**config.mk**
```make
export PLATFORM = sky130hd
export DESIGN_NAME = keyboard_scancode_decoder
export DESIGN_NICKNAME = d
export VERILOG_FILES = /design/src/rtl/kbd_pkg.sv /design/src/rtl/kbd_rom.sv /design/src/rtl/kbd_flags.sv /design/src/rtl/keyboard_scancode_decoder.sv
export SDC_FILE = /design/constraint.sdc
export NUM_CORES = 1
export LEC_CHECK = 0
export BUFFER_PORTS_ARGS = -buffer_cell sky130_fd_sc_hd__buf_2
export CAP_MARGIN = 40
export CORE_ASPECT_RATIO = 2
export CORE_MARGIN = 3
export CORE_UTILIZATION = 64
export DETAILED_ROUTE_END_ITERATION = 6
export PLACE_DENSITY_LB_ADDON = 0.08
export SLEW_MARGIN = 20
export SYNTH_ARGS = -nofsm -noshare
export SYNTH_HDL_FRONTEND = slang
export SYNTH_HIERARCHICAL = 1
export SYNTH_SLANG_ARGS = --single-unit
```
**constraint.sdc**
```tcl
create_clock -name clk -period 5.8 [get_ports clk]
set_input_delay 0.58 -clock clk [delete_from_list [all_inputs] [get_ports clk]]
set_output_delay 0.58 -clock clk [all_outputs]
set_load 0.01 [all_outputs]
```
**src/rtl/kbd_pkg.sv**
```systemverilog
// Shared types, scancode constants and US layout tables for the scancode decoder.
`default_nettype none

package kbd_pkg;

  localparam logic [7:0] SC_PREFIX = 8'hE0;
  localparam logic [6:0] SC_LSHIFT = 7'h2A;
  localparam logic [6:0] SC_RSHIFT = 7'h36;
  localparam logic [6:0] SC_CTRL   = 7'h1D;
  localparam logic [6:0] SC_CAPS   = 7'h3A;
  localparam logic [6:0] CASE_OFFSET = 7'd32;
  localparam logic [6:0] CHAR_LOWER_A = 7'h61;
  localparam logic [6:0] CHAR_LOWER_Z = 7'h7A;

  typedef struct packed {
    logic shift;
    logic ctrl;
    logic caps;
    logic prefix;
  } flags_t;

  // Decoded outcome of one accepted word, with the modifier snapshot.
  typedef struct packed {
    logic emit;
    logic ext;
    logic ctrl;
    logic shift;
    logic caps;
  } key_event_t;

  function automatic logic [6:0] plain_char(input logic [6:0] code);
    logic [6:0] c;
    c = 7'h00;
    case (code)
      7'd1:  c = 7'h1B; 7'd2:  c = 7'h31; 7'd3:  c = 7'h32; 7'd4:  c = 7'h33;
      7'd5:  c = 7'h34; 7'd6:  c = 7'h35; 7'd7:  c = 7'h36; 7'd8:  c = 7'h37;
      7'd9:  c = 7'h38; 7'd10: c = 7'h39; 7'd11: c = 7'h30; 7'd12: c = 7'h2D;
      7'd13: c = 7'h3D; 7'd14: c = 7'h08; 7'd15: c = 7'h09; 7'd16: c = 7'h71;
      7'd17: c = 7'h77; 7'd18: c = 7'h65; 7'd19: c = 7'h72; 7'd20: c = 7'h74;
      7'd21: c = 7'h79; 7'd22: c = 7'h75; 7'd23: c = 7'h69; 7'd24: c = 7'h6F;
      7'd25: c = 7'h70; 7'd26: c = 7'h5B; 7'd27: c = 7'h5D; 7'd28: c = 7'h0A;
      7'd30: c = 7'h61; 7'd31: c = 7'h73; 7'd32: c = 7'h64; 7'd33: c = 7'h66;
      7'd34: c = 7'h67; 7'd35: c = 7'h68; 7'd36: c = 7'h6A; 7'd37: c = 7'h6B;
      7'd38: c = 7'h6C; 7'd39: c = 7'h3B; 7'd40: c = 7'h27; 7'd41: c = 7'h60;
      7'd43: c = 7'h5C; 7'd44: c = 7'h7A; 7'd45: c = 7'h78; 7'd46: c = 7'h63;
      7'd47: c = 7'h76; 7'd48: c = 7'h62; 7'd49: c = 7'h6E; 7'd50: c = 7'h6D;
      7'd51: c = 7'h2C; 7'd52: c = 7'h2E; 7'd53: c = 7'h2F; 7'd55: c = 7'h2A;
      7'd57: c = 7'h20;
      default: c = 7'h00;
    endcase
    return c;
  endfunction

  function automatic logic [6:0] shifted_char(input logic [6:0] code);
    logic [6:0] c;
    c = 7'h00;
    case (code)
      7'd1:  c = 7'h1B; 7'd2:  c = 7'h21; 7'd3:  c = 7'h40; 7'd4:  c = 7'h23;
      7'd5:  c = 7'h24; 7'd6:  c = 7'h25; 7'd7:  c = 7'h5E; 7'd8:  c = 7'h26;
      7'd9:  c = 7'h2A; 7'd10: c = 7'h28; 7'd11: c = 7'h29; 7'd12: c = 7'h5F;
      7'd13: c = 7'h2B; 7'd14: c = 7'h08; 7'd15: c = 7'h09; 7'd16: c = 7'h51;
      7'd17: c = 7'h57; 7'd18: c = 7'h45; 7'd19: c = 7'h52; 7'd20: c = 7'h54;
      7'd21: c = 7'h59; 7'd22: c = 7'h55; 7'd23: c = 7'h49; 7'd24: c = 7'h4F;
      7'd25: c = 7'h50; 7'd26: c = 7'h7B; 7'd27: c = 7'h7D; 7'd28: c = 7'h0A;
      7'd30: c = 7'h41; 7'd31: c = 7'h53; 7'd32: c = 7'h44; 7'd33: c = 7'h46;
      7'd34: c = 7'h47; 7'd35: c = 7'h48; 7'd36: c = 7'h4A; 7'd37: c = 7'h4B;
      7'd38: c = 7'h4C; 7'd39: c = 7'h3A; 7'd40: c = 7'h22; 7'd41: c = 7'h7E;
      7'd43: c = 7'h7C; 7'd44: c = 7'h5A; 7'd45: c = 7'h58; 7'd46: c = 7'h43;
      7'd47: c = 7'h56; 7'd48: c = 7'h42; 7'd49: c = 7'h4E; 7'd50: c = 7'h4D;
      7'd51: c = 7'h3C; 7'd52: c = 7'h3E; 7'd53: c = 7'h3F; 7'd55: c = 7'h2A;
      7'd57: c = 7'h20;
      default: c = 7'h00;
    endcase
    return c;
  endfunction

endpackage

`default_nettype wire

```
**src/rtl/kbd_rom.sv**
```systemverilog
// Layout table memory with a registered read port for plain and shifted characters.
`default_nettype none

module kbd_rom (
  input  wire logic       clk,
  input  wire logic       rd_en,
  input  wire logic [6:0] rd_addr,
  output logic      [6:0] plain_data,
  output logic      [6:0] shifted_data
);

  logic [13:0] rd_word;

  always_ff @(posedge clk) begin
    if (rd_en) begin
      rd_word <= {kbd_pkg::shifted_char(rd_addr), kbd_pkg::plain_char(rd_addr)};
    end
  end

  assign plain_data   = rd_word[6:0];
  assign shifted_data = rd_word[13:7];

endmodule

`default_nettype wire

```
**src/rtl/kbd_flags.sv**
```systemverilog
// Modifier flag word: decodes each accepted byte and updates shift, ctrl, caps and prefix.
`default_nettype none

module kbd_flags (
  input  wire logic               clk,
  input  wire logic               rst,
  input  wire logic               accept,
  input  wire logic [7:0]         scan_code,
  output kbd_pkg::key_event_t     key_event
);

  kbd_pkg::flags_t flags;
  kbd_pkg::flags_t flags_next;
  logic [6:0]      base;

  assign base = scan_code[6:0];

  always_comb begin
    flags_next      = flags;
    key_event       = '0;
    key_event.ext   = flags.prefix;
    key_event.ctrl  = flags.ctrl;
    key_event.shift = flags.shift;
    key_event.caps  = flags.caps;
    if (scan_code == kbd_pkg::SC_PREFIX) begin
      flags_next.prefix = 1'b1;
    end else if (scan_code[7]) begin
      // Release words only drop modifiers and the pending prefix.
      flags_next.prefix = 1'b0;
      case (base) inside
        kbd_pkg::SC_LSHIFT, kbd_pkg::SC_RSHIFT: flags_next.shift = 1'b0;
        kbd_pkg::SC_CTRL:                       flags_next.ctrl  = 1'b0;
        default: ;
      endcase
    end else begin
      flags_next.prefix = 1'b0;
      case (base) inside
        kbd_pkg::SC_LSHIFT, kbd_pkg::SC_RSHIFT: flags_next.shift = 1'b1;
        kbd_pkg::SC_CTRL:                       flags_next.ctrl  = 1'b1;
        kbd_pkg::SC_CAPS:                       flags_next.caps  = ~flags.caps;
        default:                                key_event.emit   = 1'b1;
      endcase
    end
  end

  always_ff @(posedge clk) begin
    if (rst) begin
      flags <= '0;
    end else if (accept) begin
      flags <= flags_next;
    end
  end

endmodule

`default_nettype wire

```
**src/rtl/keyboard_scancode_decoder.sv**
```systemverilog
// Top level of the set 1 scancode to key event decoder.
`default_nettype none

// Takes one scancode set 1 byte per cycle and turns key presses into key events with a
// US layout character, the extended flag and the ctrl and shift state at the time of the
// press. Prefix, release, shift, ctrl and caps lock bytes update the modifier flags and
// give no event. A byte is taken every cycle while the output side keeps up; an event
// passes through the registered read of the layout table memory and then the output
// register. The modifier flags update in the cycle a byte is taken, so back-to-back
// bytes see each other's effect without a bubble.
module keyboard_scancode_decoder (
  input  wire logic       clk,
  input  wire logic       rst,
  input  wire logic       in_valid,
  output logic            in_stall,
  input  wire logic [7:0] scan_code,
  output logic            out_valid,
  input  wire logic       out_stall,
  output logic      [6:0] key_code,
  output logic      [6:0] ascii_char,
  output logic            extended_key,
  output logic            ctrl_active,
  output logic            shift_active
);

  kbd_pkg::key_event_t key_event;
  kbd_pkg::key_event_t s1_event;
  logic       accept;
  logic       s1_valid;
  logic       s1_adv;
  logic [6:0] s1_code;
  logic [6:0] plain_data;
  logic [6:0] shifted_data;
  logic [6:0] table_char;
  logic [6:0] char_next;

  assign s1_adv   = !out_valid || !out_stall;
  assign in_stall = rst || (s1_valid && !s1_adv);
  assign accept   = in_valid && !in_stall;

  kbd_flags u_flags (
    .clk       (clk),
    .rst       (rst),
    .accept    (accept),
    .scan_code (scan_code),
    .key_event (key_event)
  );

  kbd_rom u_rom (
    .clk          (clk),
    .rd_en        (accept),
    .rd_addr      (scan_code[6:0]),
    .plain_data   (plain_data),
    .shifted_data (shifted_data)
  );

  always_ff @(posedge clk) begin
    if (rst) begin
      s1_valid <= 1'b0;
    end else if (accept) begin
      s1_valid <= key_event.emit;
    end else if (s1_adv) begin
      s1_valid <= 1'b0;
    end
  end

  always_ff @(posedge clk) begin
    if (accept) begin
      s1_code  <= scan_code[6:0];
      s1_event <= key_event;
    end
  end

  // Caps lock raises letters only while shift is up; extended keys carry no character.
  always_comb begin
    table_char = s1_event.shift ? shifted_data : plain_data;
    char_next  = table_char;
    if (s1_event.caps && !s1_event.shift && table_char >= kbd_pkg::CHAR_LOWER_A
        && table_char <= kbd_pkg::CHAR_LOWER_Z) begin
      char_next = table_char - kbd_pkg::CASE_OFFSET;
    end
    if (s1_event.ext) begin
      char_next = 7'h00;
    end
  end

  always_ff @(posedge clk) begin
    if (rst) begin
      out_valid <= 1'b0;
    end else if (s1_adv) begin
      out_valid <= s1_valid;
    end
  end

  always_ff @(posedge clk) begin
    if (s1_valid && s1_adv) begin
      key_code     <= s1_code;
      ascii_char   <= char_next;
      extended_key <= s1_event.ext;
      ctrl_active  <= s1_event.ctrl;
      shift_active <= s1_event.shift;
    end
  end

endmodule

`default_nettype wire

```
# Word-level counts from Yosys, hierarchy flattened
# Memories as Yosys holds them, arrays and structs flattened. A register that Yosys moved wholly into a read port is not among the register bits.
# Index checks and enable logic that the tools add are counted.
# totals
register_bits	34
romBits	896
in_bits	12
n_memories	2
# mem_list
memory	words	word_bits	rd	rd_ports_with_merged_regs	write_ports	line	source
(no name shown)	64	7	1	1	0	kbd_pkg.sv:57	case (code)
(no name shown)	64	7	1	1	0	kbd_pkg.sv:34	case (code)
# op_classes
addsub	1
magnitude_cmp	2
eq_ne	5
n_mux	17
bitwise	5
reduce_logical	18
# op_table
operator	n
$eq 7x6->1 const B	3
$mux 1	14
$mux 7	2
$eq 8x8->1 const B	1
$eq 7x5->1 const B	1
$ge 7x7->1 const B	1
$le 7x7->1 const B	1
$sub 7x6->7 const B	1
$logic_and 1x1->1	6
$reduce_and 6->1	1
$logic_not 1->1	5
$not 1->1	5
$reduce_and 4->1	1
$reduce_and 3->1	1
$logic_or 1x1->1	2
$mux 2	1
$reduce_bool 2->1	1
$reduce_or 2->1	1

# Depth between registers and ports, before layout
# logic_depth
ltp_word	8
depth_mapped	8
depth_no_buf	6

# Hierarchy
# Netlist, hierarchy kept.
# by_module_without_submodules
mod	n_inst	cells_each	area_per_inst_um2	seq_area_each_um2
kbd_rom	1	185	1612.8	420.4
keyboard_scancode_decoder	1	76	1187.4	880.8
kbd_flags	1	28	266.5	80.1

# Worst setup path before layout
# No wires, ideal clock.
# synth_timing
path_kind	input -> register
from	input out_stall
to	register u_flags.flags (netlist bit u_flags/key_event[0])
arrival_ns	2.790
required_time_ns	5.730
slack_ns	2.941
cell_stages	6
n_path_buf	0
path_cell_list	nand3_1 nand2b_1 nor2_1 nand4_1 or4_1 a21oi_1
# synth_via
elab_chain_cells	8
# synth_lines
element	line	source
from (decl)	keyboard_scancode_decoder.sv:18	input wire logic out_stall,
$logic_not 1->1	keyboard_scancode_decoder.sv:37	assign s1_adv = !out_valid || !out_stall;
$logic_or 1x1->1	keyboard_scancode_decoder.sv:37	
$logic_not 1->1	keyboard_scancode_decoder.sv:38	assign in_stall = rst || (s1_valid && !s1_adv);
$logic_and 1x1->1	keyboard_scancode_decoder.sv:38	
$logic_or 1x1->1	keyboard_scancode_decoder.sv:38	
net in_stall	keyboard_scancode_decoder.sv:15	output logic in_stall,
$logic_not 1->1	keyboard_scancode_decoder.sv:39	assign accept = in_valid && !in_stall;
$logic_and 1x1->1	keyboard_scancode_decoder.sv:39	
net accept	keyboard_scancode_decoder.sv:28	logic accept;
$reduce_and 6->1 (no line)	--	
to (signal assigned)	kbd_flags.sv:50	flags <= flags_next;
to (decl)	kbd_flags.sv:12	kbd_pkg::flags_t flags;
# The timed path passes the listed nets, and every way through them passes these cells.
# A chain may end at the register's enable or synchronous reset.

# Worst setup path in the final report
# layout_timing
from	register s1_event[1] (netlist bit)
to	register ascii_char[5], data pin
# layout_via
elab_chain_cells	5
# layout_lines
element	line	source
from (decl)	keyboard_scancode_decoder.sv:27	kbd_pkg::key_event_t s1_event;
from (signal assigned)	keyboard_scancode_decoder.sv:70	s1_event <= key_event;
$mux 7 or $logic_not 1->1 (tied branches)	keyboard_scancode_decoder.sv:76, keyboard_scancode_decoder.sv:78	
$ge 7x7->1 or $logic_and 1x1->1 (tied branches)	keyboard_scancode_decoder.sv:78	if (s1_event.caps && !s1_event.shift && table_char >= kbd_pkg::CHAR_LOWER_A
$logic_and 1x1->1	keyboard_scancode_decoder.sv:78	
$logic_and 1x1->1	keyboard_scancode_decoder.sv:79	&& table_char <= kbd_pkg::CHAR_LOWER_Z) begin
$mux 7 *	keyboard_scancode_decoder.sv:78	
to (signal assigned)	keyboard_scancode_decoder.sv:98	ascii_char <= char_next;
to (decl)	keyboard_scancode_decoder.sv:20	output logic [6:0] ascii_char,
# Every way passes the cells marked *; elsewhere a longest branch is shown, timed or not.

==> impl_metrics.toml <==
[power]
swShare = 0.248
peakVddDrop_mv = 0.157
combPwrFrac = 0.158
power_frac_clock = 0.349
p_per_area_nw_per_um2 = 241
power_frac_seq = 0.493
leakagePower_uw = 0.00128
p_sw_uw = 200
internal-power_uw = 607

[die]
die_w_microns = 54.9
dieArea_sq_um = 5710
die_h_microns = 104
rows = 35
core-area_sq_um = 4600
initial_core_util = 0.667
ios = 31

[sta]
finalCritPeriodShare = 0.434
timing_hold_violations_final = 0
min_period_ps = 2520
setup_viol = 0
skew_ps = 6.21
timing.fmax_mhz = 397
relSlewSlack = 0.525
tightestPinTransition_ps = 712
drv_slew = 0
rsz0062_at_grt = "false"
tns_ps = 0

[clock_tree]
insertion_delay_ps = 300
cts_tree = "built"
htreeDepth = 2
cts-root-buf = "clkbuf_8"
hold_buffers = 0
post_cts_buffers = 0
post_cts_resized = 0
clockBufferDepth = 2
numCtsBuffers = 5
clkTransAtPathRegs_ps = 90
cts.sinks = 48

[synthesis]
syn_area_sq_um = 3070
ys.flop_type = "edfxtp_1"
ys_seq_elements = 48
synth_area_per_cell_sq_um = 10.6
yosysSeqAreaShare = 0.450
yosys_warnings = 6
synthArstFlopShare = 0
syn-num-nets = 316
ys_types = 67
synthCells = 289
synth_edf_count = 42

[setup_path]
critPathCaptureType = "flip-flop"
crit_path_max_incr_delay_ps = 640
cp_slowest_cell = "edfxtp_1"
critical_path_class = "reg2reg"
crit_path_cell_trace = "or4_1, o22ai_2, a21oi_1, a311oi_2, mux2_1"
critPathLaunchType = "flip-flop"
crit_buf_inv = 0
cp_data_required_time_ps = 5850
crit_family = "flip-flops"
crit_path_max_fanout = 15
cp.arrival_ps = 2560

[cells_and_area]
diodes = 0
syn_to_final_growth_pct = 9.10
fin_nets = 339
design_area_sq_um = 3350
final_common_cell = "edfxtp_1"
utilization = 0.728
fill_cells = 353
mostFrequentLayoutCells = "edfxtp_1 (42), buf_2 (30), nor2_1 (22)"
layout-drive-gt1-share = 0.188

[global_routing]
grt_max_degree = 54
grt_use_total = 0.330
overflow = 0
antenna_found_initial = 0
grt_pass1_wl_mm = 13.5
grt_pass1_vias = 2583

[run_status]
status = "complete, no violations"

[placed_design]
gp_congestion = 0.958
io_buffers = 30
dp_hpwl_mm = 6.07
placed_area_sq_um = 3190

[route]
post_drt_wl_per_cell_microns = 23.0
routed_wl_mm = 8.45
drt_iter0_markers = 122
ant_nets = 0
vias = 2584
avgViaCountPerCell = 7.02
drc = 0
firstDrtPassIters = 5

[min_path]
hold_path_class = "reg2reg"

[job]
drv_cap = 0
-- kinds of logic (layout without fill, tap and decap cells) --
group | count (synthesis) | after routing | synth area share
mux | 17 | 17 | 0.0596
simple gates | 99 | 99 | 0.186
flops | 48 | 48 | 0.450
fa+ha+maj | 15 | 15 | 0.0612
buf+inv | 29 | 53 | 0.0506
compound gates | 81 | 81 | 0.192
-- power by group through the flow --
stage	Sequential, uW	Combinational, uW	Clock, uW
2_1_floorplan	403	86.1	0
3_3_place_gp	404	120	0
3_5_place_dp	405	122	0
4_1_cts	397	123	284
5_1_grt	399	138	295
6_report	398	128	282
-- routing by layer --
layer  vias up  wire length [microns]  track usage  share of wire
met5         -                      0            0              0
met4         0                    547        0.191          0.065
met3        38                    441       0.0316          0.052
met2       141                   4680        0.572           0.55
met1      1254                   2770        0.360           0.33
li1       1151                      -            -              -
-- synthesized netlist by cell type, types with 7 or more instances --
library cell,number,share of area
edfxtp_1,42,0.41
nor2_1,23,0.028
a21oi_1,21,0.034
nand2_1,17,0.021
ha_1,15,0.061
o21ai_0,14,0.023
inv_1,12,0.015
mux2i_1,10,0.033
nand2b_1,10,0.020
nor3_1,10,0.016
buf_2,7,0.011
-- cell type report --
cell class / count / area [sq um] / share of cell area
multi-input combinational: 212 / 1530 / 0.458
timing repair buffer: 33 / 185 / 0.0553
clock buffer: 6 / 72.6 / 0.0217
clock inverter: 2 / 60.1 / 0.0180
tap: 55 / 68.8 / 0.0206
sequential: 48 / 1380 / 0.413
inverter: 12 / 45.0 / 0.0135
-- stage by stage --
stage	power [uW]	instances	hold WS [ps]	worst slack [ps]
2_1_floorplan	490	289	400	2940
3_3_place_gp	524	359	403	3110
3_5_place_dp	528	359	408	3040
4_1_cts	805	367	433	3280
5_1_grt	833	368	446	3170
6_report	807	368	434	3280
-- sequential cells by signal (all words and copies together), names as in the netlist --
signal	cells
extended_key	1
ctrl_active	1
out_valid	1
s1_event	4
key_code	7
u_flags/key_event	4
s1_valid	1
ascii_char	7
shift_active	1
u_rom/rd_word	14
s1_code	7
-- worst paths after layout --
check,start,end,slack [ps],cells after the start
worst min register to register,s1_code[6]$_DFFE_PP_,key_code[6]$_DFFE_PP_,430,0
worst max-delay path,s1_event[1]$_DFFE_PP_,ascii_char[5]$_SDFFCE_PP0P_,3280,5
worst max register to register,s1_event[1]$_DFFE_PP_,ascii_char[5]$_SDFFCE_PP0P_,3280,5
worst min-delay path,s1_code[6]$_DFFE_PP_,key_code[6]$_DFFE_PP_,430,0
-- worst reg2reg max path, delay by kind of cell, from the launching register on --
family             cells  cell delay, ps
muxes                  1             380
and+or+nand+nor        1             620
AOI/OAI and AO/OA      3             620
DFF                    1             640
No activity file was read; power rests on OpenSTA's default activity.
